===== src/rtl/core/stjl_pkg.sv =====
// Shared types, constants and curve coefficient tables for the speed to
// joystick level unit. No dependencies.
package stjl_pkg;

	localparam int SPD_W  = 16;             // speed operand width
	localparam int LVL_W  = 12;             // joystick code width
	localparam int A_W    = 36;             // Horner accumulator width (Q16)
	localparam int FIX_SH = 16;             // fraction bits of the accumulator
	localparam int CNT_W  = $clog2(SPD_W);  // bit counter of the serial multiplier

	// operation codes of a command item
	typedef enum logic [1:0] {
		OP_GEAR1  = 2'd0,
		OP_GEAR2  = 2'd1,
		OP_DIRECT = 2'd2,
		OP_NONE   = 2'd3
	} op_t;

	// polynomial curves
	typedef enum logic [1:0] {
		CRV_G1_FWD  = 2'd0,
		CRV_G1_TURN = 2'd1,
		CRV_G2_FWD  = 2'd2,
		CRV_G2_TURN = 2'd3
	} crv_t;

	// top level sequencer
	typedef enum logic [1:0] {
		ST_IDLE,
		ST_CALC,
		ST_PEND
	} ctl_state_t;

	// Horner unit sequencer
	typedef enum logic [1:0] {
		HN_IDLE,
		HN_MUL,
		HN_ADD,
		HN_CLAMP
	} hn_state_t;

	// fixed codes for threshold overrides and zero speed
	localparam logic [LVL_W-1:0] G1F_HI_CODE   = 12'd2800;
	localparam logic [LVL_W-1:0] G1F_LO_CODE   = 12'd850;
	localparam logic [LVL_W-1:0] G1F_ZERO_CODE = 12'd2028;
	localparam logic [LVL_W-1:0] G1T_LO_CODE   = 12'd2800;
	localparam logic [LVL_W-1:0] G1T_ZERO_CODE = 12'd2044;
	localparam logic [LVL_W-1:0] G2F_HI_CODE   = 12'd3170;
	localparam logic [LVL_W-1:0] G2F_LO_CODE   = 12'd1020;
	localparam logic [LVL_W-1:0] G2F_ZERO_CODE = 12'd2040;
	localparam logic [LVL_W-1:0] G2T_LO_CODE   = 12'd3129;
	localparam logic [LVL_W-1:0] G2T_HI_CODE   = 12'd780;
	localparam logic [LVL_W-1:0] G2T_ZERO_CODE = 12'd2000;

	// request to a Horner lane
	typedef struct packed {
		logic                    start;
		crv_t                    curve;
		logic signed [SPD_W-1:0] speed;
	} hn_req_t;

	// response of a Horner lane
	typedef struct packed {
		logic             done;
		logic [LVL_W-1:0] level;
	} hn_rsp_t;

	// Q16 cubic coefficients, highest power first
	function automatic logic signed [A_W-1:0] crv_coef(crv_t crv, logic [1:0] idx);
		logic signed [A_W-1:0] c;
		c = '0;
		case (crv)
			CRV_G1_FWD: begin
				case (idx)
					2'd0:    c = -36'sd931725312;
					2'd1:    c = -36'sd122912768;
					2'd2:    c = 36'sd370422579;
					default: c = 36'sd127710003;
				endcase
			end
			CRV_G1_TURN: begin
				case (idx)
					2'd0:    c = 36'sd12021924;
					2'd1:    c = -36'sd1255539;
					2'd2:    c = -36'sd75202560;
					default: c = 36'sd132356506;
				endcase
			end
			CRV_G2_FWD: begin
				case (idx)
					2'd0:    c = 36'sd1291059;
					2'd1:    c = -36'sd27996979;
					2'd2:    c = 36'sd104674099;
					default: c = 36'sd130659123;
				endcase
			end
			default: begin
				case (idx)
					2'd0:    c = 36'sd34360525;
					2'd1:    c = -36'sd10702029;
					2'd2:    c = -36'sd121818317;
					default: c = 36'sd125665280;
				endcase
			end
		endcase
		return c;
	endfunction

	// lower clamp limit of a curve
	function automatic logic [LVL_W-1:0] crv_lo(crv_t crv);
		logic [LVL_W-1:0] v;
		case (crv)
			CRV_G1_FWD:  v = 12'd850;
			CRV_G1_TURN: v = 12'd850;
			CRV_G2_FWD:  v = 12'd1020;
			default:     v = 12'd780;
		endcase
		return v;
	endfunction

	// upper clamp limit of a curve
	function automatic logic [LVL_W-1:0] crv_hi(crv_t crv);
		logic [LVL_W-1:0] v;
		case (crv)
			CRV_G1_FWD:  v = 12'd2800;
			CRV_G1_TURN: v = 12'd2800;
			CRV_G2_FWD:  v = 12'd3170;
			default:     v = 12'd3129;
		endcase
		return v;
	endfunction

endpackage


===== src/rtl/core/stjl_horner.sv =====
// One cubic evaluation lane: Horner steps on a bit-serial shift-add
// multiplier, then clamp and truncation to a joystick code. Uses stjl_pkg.
module stjl_horner #(
	parameter int FRAC_BITS = 12
) (
	input  logic              clk,
	input  logic              arst_n,
	input  stjl_pkg::hn_req_t req,
	output stjl_pkg::hn_rsp_t rsp
);
	import stjl_pkg::*;

	localparam int H_W = A_W + 2;        // upper half of the product register
	localparam int P_W = H_W + SPD_W;    // full product width

	hn_state_t state_q, state_d;

	logic                    ld, mul_en, add_en, clamp_en;
	logic [CNT_W-1:0]        cnt_q;
	logic [1:0]              k_q;
	logic                    done_q;
	crv_t                    crv_q;
	logic signed [A_W-1:0]   a_q;
	logic signed [H_W-1:0]   hi_q;
	logic [SPD_W-1:0]        lo_q;
	logic [SPD_W-1:0]        s_q;
	logic [SPD_W-1:0]        spd_q;
	logic [LVL_W-1:0]        level_q;

	logic                    last_bit;
	logic signed [H_W-1:0]   pp_mag, pp, hi_sum;
	logic signed [P_W-1:0]   prod, prod_sh;
	logic signed [A_W-1:0]   a_next;
	logic signed [A_W-1:0]   lo_fix, hi_fix;
	logic [LVL_W-1:0]        clamped;

	// next state
	always_comb begin
		state_d = state_q;
		case (state_q)
			HN_IDLE:  if (req.start) state_d = HN_MUL;
			HN_MUL:   if (last_bit) state_d = HN_ADD;
			HN_ADD:   state_d = (k_q == 2'd3) ? HN_CLAMP : HN_MUL;
			HN_CLAMP: state_d = HN_IDLE;
			default:  state_d = HN_IDLE;
		endcase
	end

	// sequencer outputs
	always_comb begin
		ld       = 1'b0;
		mul_en   = 1'b0;
		add_en   = 1'b0;
		clamp_en = 1'b0;
		case (state_q)
			HN_IDLE:  ld = req.start;
			HN_MUL:   mul_en = 1'b1;
			HN_ADD:   add_en = 1'b1;
			HN_CLAMP: clamp_en = 1'b1;
			default:  ld = 1'b0;
		endcase
	end

	// serial partial product; the sign bit of the speed has negative weight
	assign last_bit = (cnt_q == CNT_W'(SPD_W - 1));
	assign pp_mag   = s_q[0] ? {{(H_W-A_W){a_q[A_W-1]}}, a_q} : '0;
	assign pp       = last_bit ? -pp_mag : pp_mag;
	assign hi_sum   = hi_q + pp;

	// floor(a * s / 2^FRAC_BITS) + next coefficient
	assign prod    = $signed({hi_q, lo_q});
	assign prod_sh = prod >>> FRAC_BITS;
	assign a_next  = prod_sh[A_W-1:0] + crv_coef(crv_q, k_q);

	// clamp to the curve limits, keep the integer part
	assign lo_fix = $signed({{(A_W-LVL_W-FIX_SH){1'b0}}, crv_lo(crv_q), {FIX_SH{1'b0}}});
	assign hi_fix = $signed({{(A_W-LVL_W-FIX_SH){1'b0}}, crv_hi(crv_q), {FIX_SH{1'b0}}});
	always_comb begin
		if (a_q > hi_fix) begin
			clamped = crv_hi(crv_q);
		end else if (a_q < lo_fix) begin
			clamped = crv_lo(crv_q);
		end else begin
			clamped = a_q[FIX_SH +: LVL_W];
		end
	end

	// control registers
	always_ff @(posedge clk or negedge arst_n) begin
		if (!arst_n) begin
			state_q <= HN_IDLE;
			cnt_q   <= '0;
			k_q     <= '0;
			done_q  <= 1'b0;
		end else begin
			state_q <= state_d;
			done_q  <= clamp_en;
			if (ld) begin
				cnt_q <= '0;
				k_q   <= 2'd1;
			end else if (mul_en) begin
				cnt_q <= cnt_q + 1'b1;
			end else if (add_en) begin
				k_q <= k_q + 1'b1;
			end
		end
	end

	// datapath registers
	always_ff @(posedge clk) begin
		if (ld) begin
			crv_q <= req.curve;
			a_q   <= crv_coef(req.curve, 2'd0);
			spd_q <= req.speed;
			s_q   <= req.speed;
			hi_q  <= '0;
			lo_q  <= '0;
		end else if (mul_en) begin
			hi_q <= hi_sum >>> 1;
			lo_q <= {hi_sum[0], lo_q[SPD_W-1:1]};
			s_q  <= {1'b0, s_q[SPD_W-1:1]};
		end else if (add_en) begin
			a_q  <= a_next;
			hi_q <= '0;
			lo_q <= '0;
			s_q  <= spd_q;
		end
		if (clamp_en) begin
			level_q <= clamped;
		end
	end

	assign rsp.done  = done_q;
	assign rsp.level = level_q;

	// a new request only lands on an idle lane
	a_start_idle: assert property (@(posedge clk) disable iff (!arst_n)
		req.start |-> state_q == HN_IDLE)
		else $error("horner lane restarted while busy");

	// an add step follows exactly a full serial multiply
	a_add_after_mul: assert property (@(posedge clk) disable iff (!arst_n)
		state_q == HN_ADD |-> $past(state_q) == HN_MUL && $past(last_bit))
		else $error("horner add step without full multiply");

	// finished code lies within the curve limits
	a_level_range: assert property (@(posedge clk) disable iff (!arst_n)
		done_q |-> level_q >= crv_lo(crv_q) && level_q <= crv_hi(crv_q))
		else $error("horner level outside curve limits");

endmodule


===== src/rtl/core/speed_to_joystick_level_unit.sv =====
// Top level of the speed to joystick level unit: command decode, change
// detection, threshold overrides, two Horner lanes and the result register.
// Uses stjl_pkg and stjl_horner.

// Each command item carries an operation (gear-one curve, gear-two curve or
// direct levels) and is turned into a turn code and a forward code. A
// command whose operand pair and speed-or-direct kind match the last
// command that was not dropped gives no result; the gear is not compared.
// Operation code 3 is dropped. A command that repeats the last one or is
// dropped leaves the sequencer idle. A direct command registers its codes
// at acceptance and a speed command waits for the lanes; the codes then
// wait in the pending state until the output register is free, and the next
// command is taken only once they have moved there. Both codes are evaluated
// in parallel lanes, each running three Horner steps of a bit-serial
// multiply and an add, then a clamp step. The result register lets the next
// command be taken while a result waits on the output.
module speed_to_joystick_level_unit #(
	parameter int LEVEL_BITS      = 12,
	parameter int SPEED_FRAC_BITS = 12
) (
	input  logic               clk,
	input  logic               arst_n,
	input  logic               cmd_valid,
	output logic               cmd_ready,
	input  logic [1:0]         operation,
	input  logic signed [15:0] forward_speed,
	input  logic signed [15:0] turn_speed,
	input  logic [11:0]        forward_direct,
	input  logic [11:0]        turn_direct,
	output logic               res_valid,
	input  logic               res_ready,
	output logic [11:0]        turn_level,
	output logic [11:0]        forward_level
);
	import stjl_pkg::*;

	localparam int S = 1 << SPEED_FRAC_BITS;
	localparam logic [LVL_W-1:0] LVL_MASK =
		(LEVEL_BITS >= LVL_W) ? '1 : LVL_W'((1 << LEVEL_BITS) - 1);

	ctl_state_t state_q, state_d;

	logic               accept, fire, out_load;
	op_t                op;
	logic               direct, same;
	logic [SPD_W-1:0]   fop, top;
	logic signed [31:0] xs, ys;
	logic               fwd_ovr, trn_ovr;
	logic [LVL_W-1:0]   fwd_code, trn_code;
	logic [SPD_W-1:0]   trn_eval;

	logic [SPD_W-1:0]   last_fwd_q, last_trn_q;
	logic               last_dir_q, have_last_q;
	logic               fwd_ovr_q, trn_ovr_q;
	logic [LVL_W-1:0]   fwd_code_q, trn_code_q;
	logic [LVL_W-1:0]   res_fwd_q, res_trn_q;
	logic               res_valid_q;
	logic [LVL_W-1:0]   turn_level_q, forward_level_q;

	hn_req_t fwd_req, trn_req;
	hn_rsp_t fwd_rsp, trn_rsp;

	// command decode and change detection
	assign accept = cmd_valid && cmd_ready;
	assign op     = op_t'(operation);
	assign direct = (op == OP_DIRECT);
	assign fop    = direct ? {4'b0, forward_direct} : forward_speed;
	assign top    = direct ? {4'b0, turn_direct} : turn_speed;
	assign same   = have_last_q && (direct == last_dir_q) &&
		(fop == last_fwd_q) && (top == last_trn_q);
	assign fire   = accept && (op != OP_NONE) && !same;

	assign xs = $signed({{16{forward_speed[15]}}, forward_speed});
	assign ys = $signed({{16{turn_speed[15]}}, turn_speed});

	// threshold and zero-speed overrides
	always_comb begin
		fwd_ovr  = 1'b1;
		trn_ovr  = 1'b1;
		fwd_code = '0;
		trn_code = '0;
		trn_eval = turn_speed;
		if (op == OP_GEAR1) begin
			if (100 * xs > 33 * S) begin
				fwd_code = G1F_HI_CODE;
			end else if (10 * xs < -2 * S) begin
				fwd_code = G1F_LO_CODE;
			end else if (xs == 0) begin
				fwd_code = G1F_ZERO_CODE;
			end else begin
				fwd_ovr = 1'b0;
			end
			if (10 * ys < -17 * S) begin
				trn_code = G1T_LO_CODE;
			end else if (ys == 0) begin
				trn_code = G1T_ZERO_CODE;
			end else begin
				trn_ovr = 1'b0;
			end
			// large turn speeds are evaluated at four
			if (ys > 4 * S) begin
				trn_eval = SPD_W'(4 * S);
			end
		end else begin
			if (xs > S) begin
				fwd_code = G2F_HI_CODE;
			end else if (2 * xs < -S) begin
				fwd_code = G2F_LO_CODE;
			end else if (xs == 0) begin
				fwd_code = G2F_ZERO_CODE;
			end else begin
				fwd_ovr = 1'b0;
			end
			if (ys < -S) begin
				trn_code = G2T_LO_CODE;
			end else if (ys > S) begin
				trn_code = G2T_HI_CODE;
			end else if (ys == 0) begin
				trn_code = G2T_ZERO_CODE;
			end else begin
				trn_ovr = 1'b0;
			end
		end
	end

	// lane requests
	assign fwd_req.start = fire && !direct;
	assign fwd_req.curve = (op == OP_GEAR1) ? CRV_G1_FWD : CRV_G2_FWD;
	assign fwd_req.speed = forward_speed;
	assign trn_req.start = fire && !direct;
	assign trn_req.curve = (op == OP_GEAR1) ? CRV_G1_TURN : CRV_G2_TURN;
	assign trn_req.speed = trn_eval;

	stjl_horner #(.FRAC_BITS(SPEED_FRAC_BITS)) u_fwd (
		.clk    (clk),
		.arst_n (arst_n),
		.req    (fwd_req),
		.rsp    (fwd_rsp)
	);

	stjl_horner #(.FRAC_BITS(SPEED_FRAC_BITS)) u_trn (
		.clk    (clk),
		.arst_n (arst_n),
		.req    (trn_req),
		.rsp    (trn_rsp)
	);

	// next state
	always_comb begin
		state_d = state_q;
		case (state_q)
			ST_IDLE: begin
				if (fire) state_d = direct ? ST_PEND : ST_CALC;
			end
			ST_CALC: if (fwd_rsp.done) state_d = ST_PEND;
			ST_PEND: if (out_load) state_d = ST_IDLE;
			default: state_d = ST_IDLE;
		endcase
	end

	// sequencer outputs
	always_comb begin
		cmd_ready = 1'b0;
		out_load  = 1'b0;
		case (state_q)
			ST_IDLE: cmd_ready = 1'b1;
			ST_PEND: out_load = !res_valid_q || res_ready;
			default: cmd_ready = 1'b0;
		endcase
	end

	// control registers
	always_ff @(posedge clk or negedge arst_n) begin
		if (!arst_n) begin
			state_q     <= ST_IDLE;
			last_fwd_q  <= '0;
			last_trn_q  <= '0;
			last_dir_q  <= 1'b0;
			have_last_q <= 1'b0;
			res_valid_q <= 1'b0;
		end else begin
			state_q <= state_d;
			if (fire) begin
				last_fwd_q  <= fop;
				last_trn_q  <= top;
				last_dir_q  <= direct;
				have_last_q <= 1'b1;
			end
			if (out_load) begin
				res_valid_q <= 1'b1;
			end else if (res_ready) begin
				res_valid_q <= 1'b0;
			end
		end
	end

	// payload registers
	always_ff @(posedge clk) begin
		if (fire) begin
			fwd_ovr_q  <= fwd_ovr;
			trn_ovr_q  <= trn_ovr;
			fwd_code_q <= fwd_code;
			trn_code_q <= trn_code;
			if (direct) begin
				res_fwd_q <= forward_direct & LVL_MASK;
				res_trn_q <= turn_direct & LVL_MASK;
			end
		end
		if (state_q == ST_CALC && fwd_rsp.done) begin
			res_fwd_q <= (fwd_ovr_q ? fwd_code_q : fwd_rsp.level) & LVL_MASK;
			res_trn_q <= (trn_ovr_q ? trn_code_q : trn_rsp.level) & LVL_MASK;
		end
		if (out_load) begin
			turn_level_q    <= res_trn_q;
			forward_level_q <= res_fwd_q;
		end
	end

	assign res_valid     = res_valid_q;
	assign turn_level    = turn_level_q;
	assign forward_level = forward_level_q;

	// both lanes run in lockstep
	a_lanes_lockstep: assert property (@(posedge clk) disable iff (!arst_n)
		fwd_rsp.done == trn_rsp.done)
		else $error("curve lanes out of step");

	// lane results only arrive while a speed item is at work
	a_done_in_calc: assert property (@(posedge clk) disable iff (!arst_n)
		fwd_rsp.done |-> state_q == ST_CALC)
		else $error("lane result outside calculation");

	// a new result only comes out of the pending stage
	a_rise_from_pend: assert property (@(posedge clk) disable iff (!arst_n)
		$rose(res_valid_q) |-> $past(state_q) == ST_PEND)
		else $error("result raised without pending item");

	// delivered codes fit the level width
	a_level_mask: assert property (@(posedge clk) disable iff (!arst_n)
		res_valid_q |-> ((turn_level_q & ~LVL_MASK) == '0) &&
			((forward_level_q & ~LVL_MASK) == '0))
		else $error("result code exceeds level width");

endmodule


===== config.mk =====
export PLATFORM = sky130hd
export DESIGN_NAME = speed_to_joystick_level_unit
export DESIGN_NICKNAME = d
export VERILOG_FILES = /design/src/rtl/core/stjl_pkg.sv /design/src/rtl/core/stjl_horner.sv /design/src/rtl/core/speed_to_joystick_level_unit.sv
export SDC_FILE = /design/constraint.sdc
export NUM_CORES = 1
export LEC_CHECK = 0
export BUFFER_PORTS_ARGS = -buffer_cell sky130_fd_sc_hd__buf_4
export CORE_UTILIZATION = 25
export DETAILED_ROUTE_END_ITERATION = 8
export PLACE_DENSITY = 0.42
export SLEW_MARGIN = 20
export SYNTH_ARGS = -nofsm -noshare
export SYNTH_HDL_FRONTEND = slang
export SYNTH_SLANG_ARGS = --single-unit

===== constraint.sdc =====
create_clock -name clk -period 8.4 [get_ports clk]
set_input_delay 0.84 -clock clk [delete_from_list [all_inputs] [get_ports clk]]
set_output_delay 0.84 -clock clk [all_outputs]
set_load 0.02 [all_outputs]

======== Word level (Yosys, flattened, before mapping) ========
Index checks and enable logic that the tools add are counted.
cells by class
  add/subtract/negate cells ............... 10
  multipliers ............................. 3
  order comparisons ....................... 12
  eq/ne operators ......................... 38
  mux-type cells .......................... 116
  reduce and logical (&&, ||, !) cells .... 43
operators by type and width
  operator                 number
  $pmux W36 S3             12
  $mux W38                 8
  $mux W16                 14
  $mux W12                 18
  $mux W36                 6
  $mux W11                 7
  $add A38 B38 Y38         2
  $neg A38 Y38             2
  $add A36 B36 Y36         2
  $gt A36 B29 Y1           2
  $lt A36 B27 Y1           2
  $logic_not A32 Y1        2
  $pmux W11 S2             2
  $mul A4 B16 Y20 const A  2
  $mux W2                  17
  $eq A16 B16 Y1           2
  $gt A16 B14 Y1 const B   2
  $pmux W8 S2              2
  $eq A2 B2 Y1 const B     14
  $gt A24 B19 Y1 const B   1
  $mux W1                  23
  $mul A6 B16 Y22 const A  1
  $lt A21 B14 Y1 const B   1
  $lt A21 B18 Y1 const B   1
  other kinds (22)         77
storage, ports and cells
  register bits ........................... 400
  output and inout bits ................... 26
  word-level logic and storage cells ...... 257

======== Longest topological paths before layout ========
Gate-level depths: netlist of run 1.
  word-level depth ........................ 11
  gate-level depth with buffers ........... 23
  gate-level depth less buffers ........... 19

======== By module ========
A second synthesis of run 1 with hierarchy kept.
unflattened totals
  cells, all modules ...................... 3443
  area, all modules ....................... 30155.2 um2
by module, submodules not included
  module                        instances  cells each  area an instance (um2)
  stjl_horner (u_fwd)           1          1323        10978.0
  stjl_horner (u_trn)           1          1299        10940.5
  speed_to_joystick_level_unit  1          821         8236.6

======== Worst setup path before layout of run 1 ========
OpenSTA, ideal clock, no wires.
  path kind ............................... flip-flop to flip-flop
  start point ............................. reg u_trn.s_q[0]
  end point ............................... reg u_trn.hi_q[36]
  arrival ................................. 4.831 ns
  slack ................................... 3.503 ns
  cell stages (with the launch flop) ...... 21
  buffers on the path ..................... 3
  cells stage by stage .................... edfxtp_1 > clkbuf_1 > clkbuf_1 > clkbuf_1 > nand2_1 > ha_1 > o21a_1 > nor2_1 > nor3_1 > a311oi_1 > ha_1 > and4_1 > a21oi_1 > or4b_2 > nor2_1 > o21ai_0 > a211oi_1 > nor2_1 > a21oi_1 > mux2_2 > a2bb2oi_2
on the way
  word-level cells in the longest chain between the ends .. 5
ends and longest elaborated chain
  element                 line                text
  from (decl)             stjl_horner.sv:26   logic [SPD_W-1:0] s_q;
  from (signal assigned)  stjl_horner.sv:115  s_q <= req.speed;
  from (signal assigned)  stjl_horner.sv:121  s_q <= {1'b0, s_q[SPD_W-1:1]};
  from (signal assigned)  stjl_horner.sv:126  s_q <= spd_q;
  $mux W38 (*)            stjl_horner.sv:66   assign pp_mag = s_q[0] ? {{(H_W-A_W){a_q[A_W-1]}}, a_q} : '0;
  $neg A38 Y38            stjl_horner.sv:67   assign pp = last_bit ? -pp_mag : pp_mag;
  $mux W38 (*)            stjl_horner.sv:67
  $add A38 B38 Y38 (*)    stjl_horner.sv:68   assign hi_sum = hi_q + pp;
  $mux W38 (*)            stjl_horner.sv:118  end else if (mul_en) begin
  to (signal assigned)    stjl_horner.sv:119  hi_q <= hi_sum >>> 1;
  to (decl)               stjl_horner.sv:24   logic signed [H_W-1:0] hi_q;
Every way passes the cells marked *; elsewhere a longest branch is shown, timed or not.
A chain may end at the register's enable or synchronous reset.

======== Worst setup path in the final report of run 1 ========
  start point ............................. reg u_trn.a_q[9]
  end point ............................... reg u_trn.hi_q[36]
on the way
  word-level cells in the longest chain between the ends .. 5
ends and longest elaborated chain
  element                 line                text
  from (decl)             stjl_horner.sv:23   logic signed [A_W-1:0] a_q;
  from (signal assigned)  stjl_horner.sv:113  a_q <= crv_coef(req.curve, 2'd0);
  from (signal assigned)  stjl_horner.sv:123  a_q <= a_next;
  $mux W38 (*)            stjl_horner.sv:66
  $neg A38 Y38            stjl_horner.sv:67
  $mux W38 (*)            stjl_horner.sv:67
  $add A38 B38 Y38 (*)    stjl_horner.sv:68
  $mux W38 (*)            stjl_horner.sv:118
Marks and branches as above.

==> results.tsv, run 1 <==
metric	value	unit
status	finished clean	
cp_data_required_time	8.93	ns
ant_nets	0	
first_global_vias	22400	
crit_top_cell	a21oi_1	
worstPathArrival	6.46	ns
hpwl	65300	um
rsz0062_at_grt	no	
skew	0.0212	ns
max-slew-margin-rel	26.9	%
die_area	114000	um^2
synthTopCellsByArea	edfxtp_1 25%, ha_1 14%, dfxtp_1 5.9%	
routed_wl	87100	um
dp.cells	4556	
wl_per_cell	18.7	um
slew_violations	0	
drc	0	
synth_warnings	0	
clockBufferDepth	3	
clock-sinks	368	
worst_slack	2.47	ns
r2r_end	u_trn.hi_q[36]$_SDFFE_PP0P_	
synthTopCellsByCount	316 x nand2_1, 306 x ha_1, 301 x o21ai_0, 241 x nor2_1, 232 x edfxtp_1	
die_h	337	um
avgViaCountPerCell	4.93	
min_period	5.93	ns
synth_fp_nets	3455	
netlist_instances	3069	
root_buffer	clkbuf_16	
drv_cap	0	
r2r-start	u_trn.a_q[9]$_SDFFCE_PP0P_	
syn_area_per_cell	9.14	um^2
cts_buffers	47	
async_flop_share	14.7	%
first_pass_iters	5	
synth_top_area_share	24.8	%
slowest_delay	0.73	ns
initial_core_util	25.3	%
power.density	273	nW/um^2
fmax	0.169	GHz
vias	22900	
start_kind	register	
synth.yosys.seq_area_share	35.5	%
synth_flop_cell	edfxtp_1	
leakage	13.3	nW
max_slew.worst_pin.slew	1.10	ns
clock_latency	0.61	ns
r2r_cells	18	
path_clk_slew	0.06	ns
n_fill_cell	11700	
gp_congestion	0.814	
cts_hold_buf	0	
grt_usage	15.2	%
synth_top_cell_by_area	edfxtp_1	
finalNetCount	3504	
ioPinCount	88	
cp.depth	18	
drt_iter0_drc	1444	
post-place-ws	2.30	ns
ys_types	86	
layout.cells.non_filler	4645	
cts_tree	yes	
drive_above_1_share	7.82	%
cpMaxStageDelayCell	nor4_1	
post-cts-setup-buffers	0	
grt_pass1_wl	135000	um
setup_tns	0	ns
hold_violations	0	
antenna_found_initial	0	
cp_max_fo	5	
die_x	337	um
multi_input_area	17300	um^2
path_delay_family	simple AND/OR/NAND/NOR gates	
critPathLaunch	u_trn.a_q[9]$_SDFFCE_PP0P_	
ir_worst_vdd	0.150	mV
area_delta_synth_final	14.0	%
rrSetupSlack	2.47	ns
grt-ovfl-total	0	
grt_max_degree	87	
cts_resized	0	
min_period_over_period	70.6	%
ys_ff_latch	368	
end_kind	register	
syn-cell-area	28100	um^2
hold_class	primary input to asynchronous set/reset pin	
rows	122	
finalSetupViolCount	0	
p_total	8.73	mW
core	111000	um^2
path_class	register to register	
diodes	0	
post-route-util	28.8	%
synth_most_common_cell	nand2_1	
cp_num_buf_inv	0	
crit_chain	nor4_1 > nand3_1 > or3_1 > nor4_1 > nand2_1 > a21oi_1 > a21oi_1 > and3_1 > nor3_1 > ha_1 > a21oi_1 > nor2_1 > or3_1 > a211oi_1 > nor2_1 > a21oi_1 > mux2_2 > a2bb2oi_2	
seqCellArea	9960	um^2
cp-endpoint	u_trn.hi_q[36]$_SDFFE_PP0P_	
io_buffers	87	
synth_edf_count	232	
h-tree-depth	2	
-- power by group --
part	switching, mW	leakage, nW	internal (mW)
logic	2.30	8.99	1.42
clock network	0.881	0.754	1.25
registers	0.379	3.51	2.50
total	3.56	13.3	5.17
-- kinds of logic after synthesis --
kind of cell | synth area share [%]
buf+inv | 3.18
flops | 35.5
compound gates | 21.6
simple gates | 15.0
fa+ha+maj | 14.9
xor+xnor | 6.37
mux | 3.43
-- worst register-to-register path: stages, from the launching register on --
cell and delay (ns):
edfxtp_1 0.42, nor4_1 0.73, nand3_1 0.28, or3_1 0.40
nor4_1 0.56, nand2_1 0.12, a21oi_1 0.26, a21oi_1 0.12
and3_1 0.19, nor3_1 0.35, ha_1 0.36, a21oi_1 0.15
nor2_1 0.06, or3_1 0.37, a211oi_1 0.48, nor2_1 0.15
a21oi_1 0.33, mux2_2 0.40, a2bb2oi_2 0.13
-- how the worst min path moves through the flow --
stage	from	end	slack [ns]	depth (start not counted)
6_report	arst_n	last_trn_q[7]$_DFFE_PN0P_	0.34	1
3_5_place_dp	res_fwd_q[11]$_DFFE_PP_	forward_level[11]$_DFFE_PP_	0.40	0
4_1_cts	arst_n	u_fwd.k_q[1]$_DFFE_PN0P_	0.36	1
3_3_place_gp	res_trn_q[4]$_DFFE_PP_	turn_level[4]$_DFFE_PP_	0.40	0
2_1_floorplan	res_fwd_q[0]$_DFFE_PP_	forward_level[0]$_DFFE_PP_	0.40	0
5_1_grt	arst_n	last_trn_q[7]$_DFFE_PN0P_	0.39	1
-- area by class of cell --
cell class	count	share of cell area, %
Timing Repair Buffer	115	2.76
Sequential cell	368	31.1
Inverter	115	1.35
Multi-Input combinational cell	2471	53.9
Clock inverter	32	1.11
Tap cell	1488	5.82
Clock buffer	56	3.88
-- cell usage in the layout (no fill, tap or decap), types with 62 or more instances in the layout --
cell,instances
nand2_1,316
ha_1,306
o21ai_0,300
nor2_1,237
edfxtp_1,232
a21oi_1,199
buf_4,114
inv_1,108
xnor2_1,104
a21o_1,101
xor2_1,100
mux2i_1,85
dfxtp_1,82
nor3_1,62
-- through the flow --
stage | hold WS [ns] | instance area, um^2
after floorplan | 0.400 | 28100
after global placement | 0.401 | 30400
after detailed placement | 0.405 | 30400
after CTS | 0.355 | 32000
after global routing | 0.387 | 32000
final | 0.343 | 32000
-- layer usage --
layer / vias up / share of wire (%) / global-route usage (%)
met2: 333 / 45 / 24.7
met3: 71 / 2.9 / 1.86
met5: - / 0 / 0
met4: 0 / 1.5 / 2.75
met1: 11000 / 50 / 21.5
li1: 11500 / - / -
-- state kept, by name (all words and copies together) (netlist names), 16 cells and up --
name	flops
last_fwd_q	16
last_trn_q	16
u_fwd.a_q	36
u_fwd.hi_q	37
u_fwd.s_q	16
u_fwd.spd_q	16
u_trn.a_q	36
u_trn.hi_q	37
u_trn.s_q	16
u_trn.spd_q	16
(Power assumes the default switching activity.)
==> run 2: changes to the inputs <==
==> constraint.sdc (replaced) <==
create_clock -name clk -period 6.05 [get_ports clk]
set_input_delay 0.605 -clock clk [delete_from_list [all_inputs] [get_ports clk]]
set_output_delay 0.605 -clock clk [all_outputs]
set_load 0.02 [all_outputs]
==> results.tsv, run 2 (same netlist as run 1, synthesis figures left out) <==
metric	value	unit	change
status	finished clean		
vias	22900		+0.20%
end_kind	register		
cp_num_buf_inv	0		unchanged
worstPathArrival	5.95	ns	-0.51 ns
grt_pass1_wl	135000	um	+0.31%
skew	0.0246	ns	+0.00339 ns
die_h	337	um	unchanged
crit_top_cell	nor2_1		
finalSetupViolCount	0		unchanged
reg.largest.list	u_fwd.hi_q (37), u_trn.hi_q (37)		
path_delay_family	compound AO/OA/AOI/OAI gates		
rows	122		unchanged
grt_max_degree	98		+13%
max_slew.worst_pin.slew	0.975	ns	-0.120 ns
route.met3.wl	3810	um	+49%
wl_per_cell	18.7	um	-0.19%
min_period	5.38	ns	-0.553 ns
h-tree-depth	2		unchanged
first_pass_iters	5		unchanged
clock-sinks	368		unchanged
max-slew-margin-rel	35.0	%	+8.1 points
drt_iter0_drc	1526		+5.7%
avgViaCountPerCell	4.90		-0.57%
die_area	114000	um^2	unchanged
drc	0		unchanged
wl_met1	43400	um	-1.0%
fin_hold_ws	0.0354	ns	-0.307 ns
ioPinCount	88		unchanged
final_common_cell	nand2_1		
grt-ovfl-total	0		unchanged
ant_nets	0		unchanged
start_kind	register		
cts_hold_buf	0		unchanged
crit_chain	or3_1 > o31ai_1 > nand2b_1 > o21ai_0 > xor2_1 > nor2_1 > ha_1 > and4_1 > a21oi_1 > or4b_2 > nor2_1 > o21ai_0 > a211oi_1 > nor2_1 > a21oi_1 > mux2_2 > a2bb2oi_2		
cts_tree	yes		
root_buffer	clkbuf_16		
antenna_found_initial	1		+1
slew_violations	0		unchanged
rsz0062_at_grt	no		
top_layer	met4		
grt_usage	15.3	%	+0.18 points
path_class	register to register		
drv_cap	0		unchanged
min_period_over_period	88.9	%	+18 points
cp_data_required_time	6.62	ns	-2.31 ns
hold_class	primary input to asynchronous set/reset pin		
fmax	0.186	GHz	+10%
core	111000	um^2	unchanged
placed_cell_area	30600	um^2	+0.88%
initial_core_util	25.3	%	unchanged
finalNetCount	3537		+0.94%
setup_tns	0	ns	unchanged
cpMaxStageDelayCell	or4b_2		
p_total	12.3	mW	+41%
clockBufferDepth	3		unchanged
layout_common_cells	316 x nand2_1, 306 x ha_1, 300 x o21ai_0, 237 x nor2_1, 232 x edfxtp_1		
path_clk_slew	0.06	ns	about the same
cts_buffers	50		+6.4%
ir_worst_vdd	0.231	mV	+54%
power.density	381	nW/um^2	+40%
cts_resized	0		unchanged
fin_area	32400	um^2	+1.2%
area_delta_synth_final	15.3	%	
dr_wl_met2	38700	um	-1.7%
hold_violations	0		unchanged
leakage	13.5	nW	+1.8%
slowest_delay	0.59	ns	-0.14 ns
gp_congestion	0.826		+1.5%
post-cts-setup-buffers	0		unchanged
hpwl	66200	um	+1.4%
diodes	0		unchanged
die_x	337	um	unchanged
routed_wl	87600	um	+0.58%
worst_slack	0.670	ns	-1.80 ns
cp_max_fo	4		-1
post-place-ws	0.651	ns	-1.65 ns
drive_above_1_share	8.71	%	+0.88 points
first_global_vias	22400		-0.0045%
io_buffers	87		unchanged
clock_latency	0.64	ns	+0.03 ns
## run 2: cell types whose count changed in the layout (fill, tap and decap cells not counted), moves of 2 or more
| cell | change |
|---|---|
| buf_4 | +28 |
| clkinvlp_4 | -6 |
| clkbuf_1 | +3 |
| clkinv_2 | +2 |
| clkbuf_8 | +6 |
| a21oi_2 | -2 |
| clkbuf_16 | +2 |
| buf_12 | +3 |
| a21oi_1 | +2 |
## run 2: report_power, final
| part | total [mW] | internal [mW] | leakage, nW | switching [mW] |
|---|---|---|---|---|
| clock network | 3.14 | 1.87 | 0.841 | 1.27 |
| logic | 5.18 | 2.01 | 9.14 | 3.17 |
| registers | 3.99 | 3.48 | 3.51 | 0.517 |
## run 2: final cells by class
| type | count | area, um^2 |
|---|---|---|
| multi-input cells | 2471 | 17300 |
| flip-flops and latches | 368 | 9960 |
| fillers | 11700 | 78600 |
| repair buffers | 145 | 1130 |
| well taps | 1488 | 1860 |
| clock buffers | 67 | 1390 |
| inverters | 115 | 432 |
| clock inverters | 27 | 344 |
## run 2: metal layers
metal	vias to the layer above	track usage (%)
met5	-	0
met4	0	3.46
met3	92	2.16
met2	412	24.4
met1	10900	21.8
li1	11500	-
## run 2: through the flow
stage	instances	utilization, %
2_1_floorplan	3069	-
3_3_place_gp	4587	27.6
3_5_place_dp	4587	27.6
4_1_cts	4681	29.2
5_1_grt	4681	29.2
6_report	4681	29.2
## run 2: worst paths after layout
path,cells after the start,from,to,slack [ns]
max in group asynchronous,1,arst_n,u_trn.cnt_q[1]$_DFFE_PN0P_,5.43
setup reg to reg,17,u_trn.a_q[4]$_SDFFCE_PP0P_,u_trn.hi_q[36]$_SDFFE_PP0P_,0.67
hold reg to reg,0,res_trn_q[7]$_DFFE_PP_,turn_level[7]$_DFFE_PP_,0.42
hold / removal,1,arst_n,last_trn_q[8]$_DFFE_PN0P_,0.04
min in group clk,1,forward_speed[2],u_fwd.spd_q[2]$_DFFE_PP_,0.26
setup / recovery,17,u_trn.a_q[4]$_SDFFCE_PP0P_,u_trn.hi_q[36]$_SDFFE_PP0P_,0.67
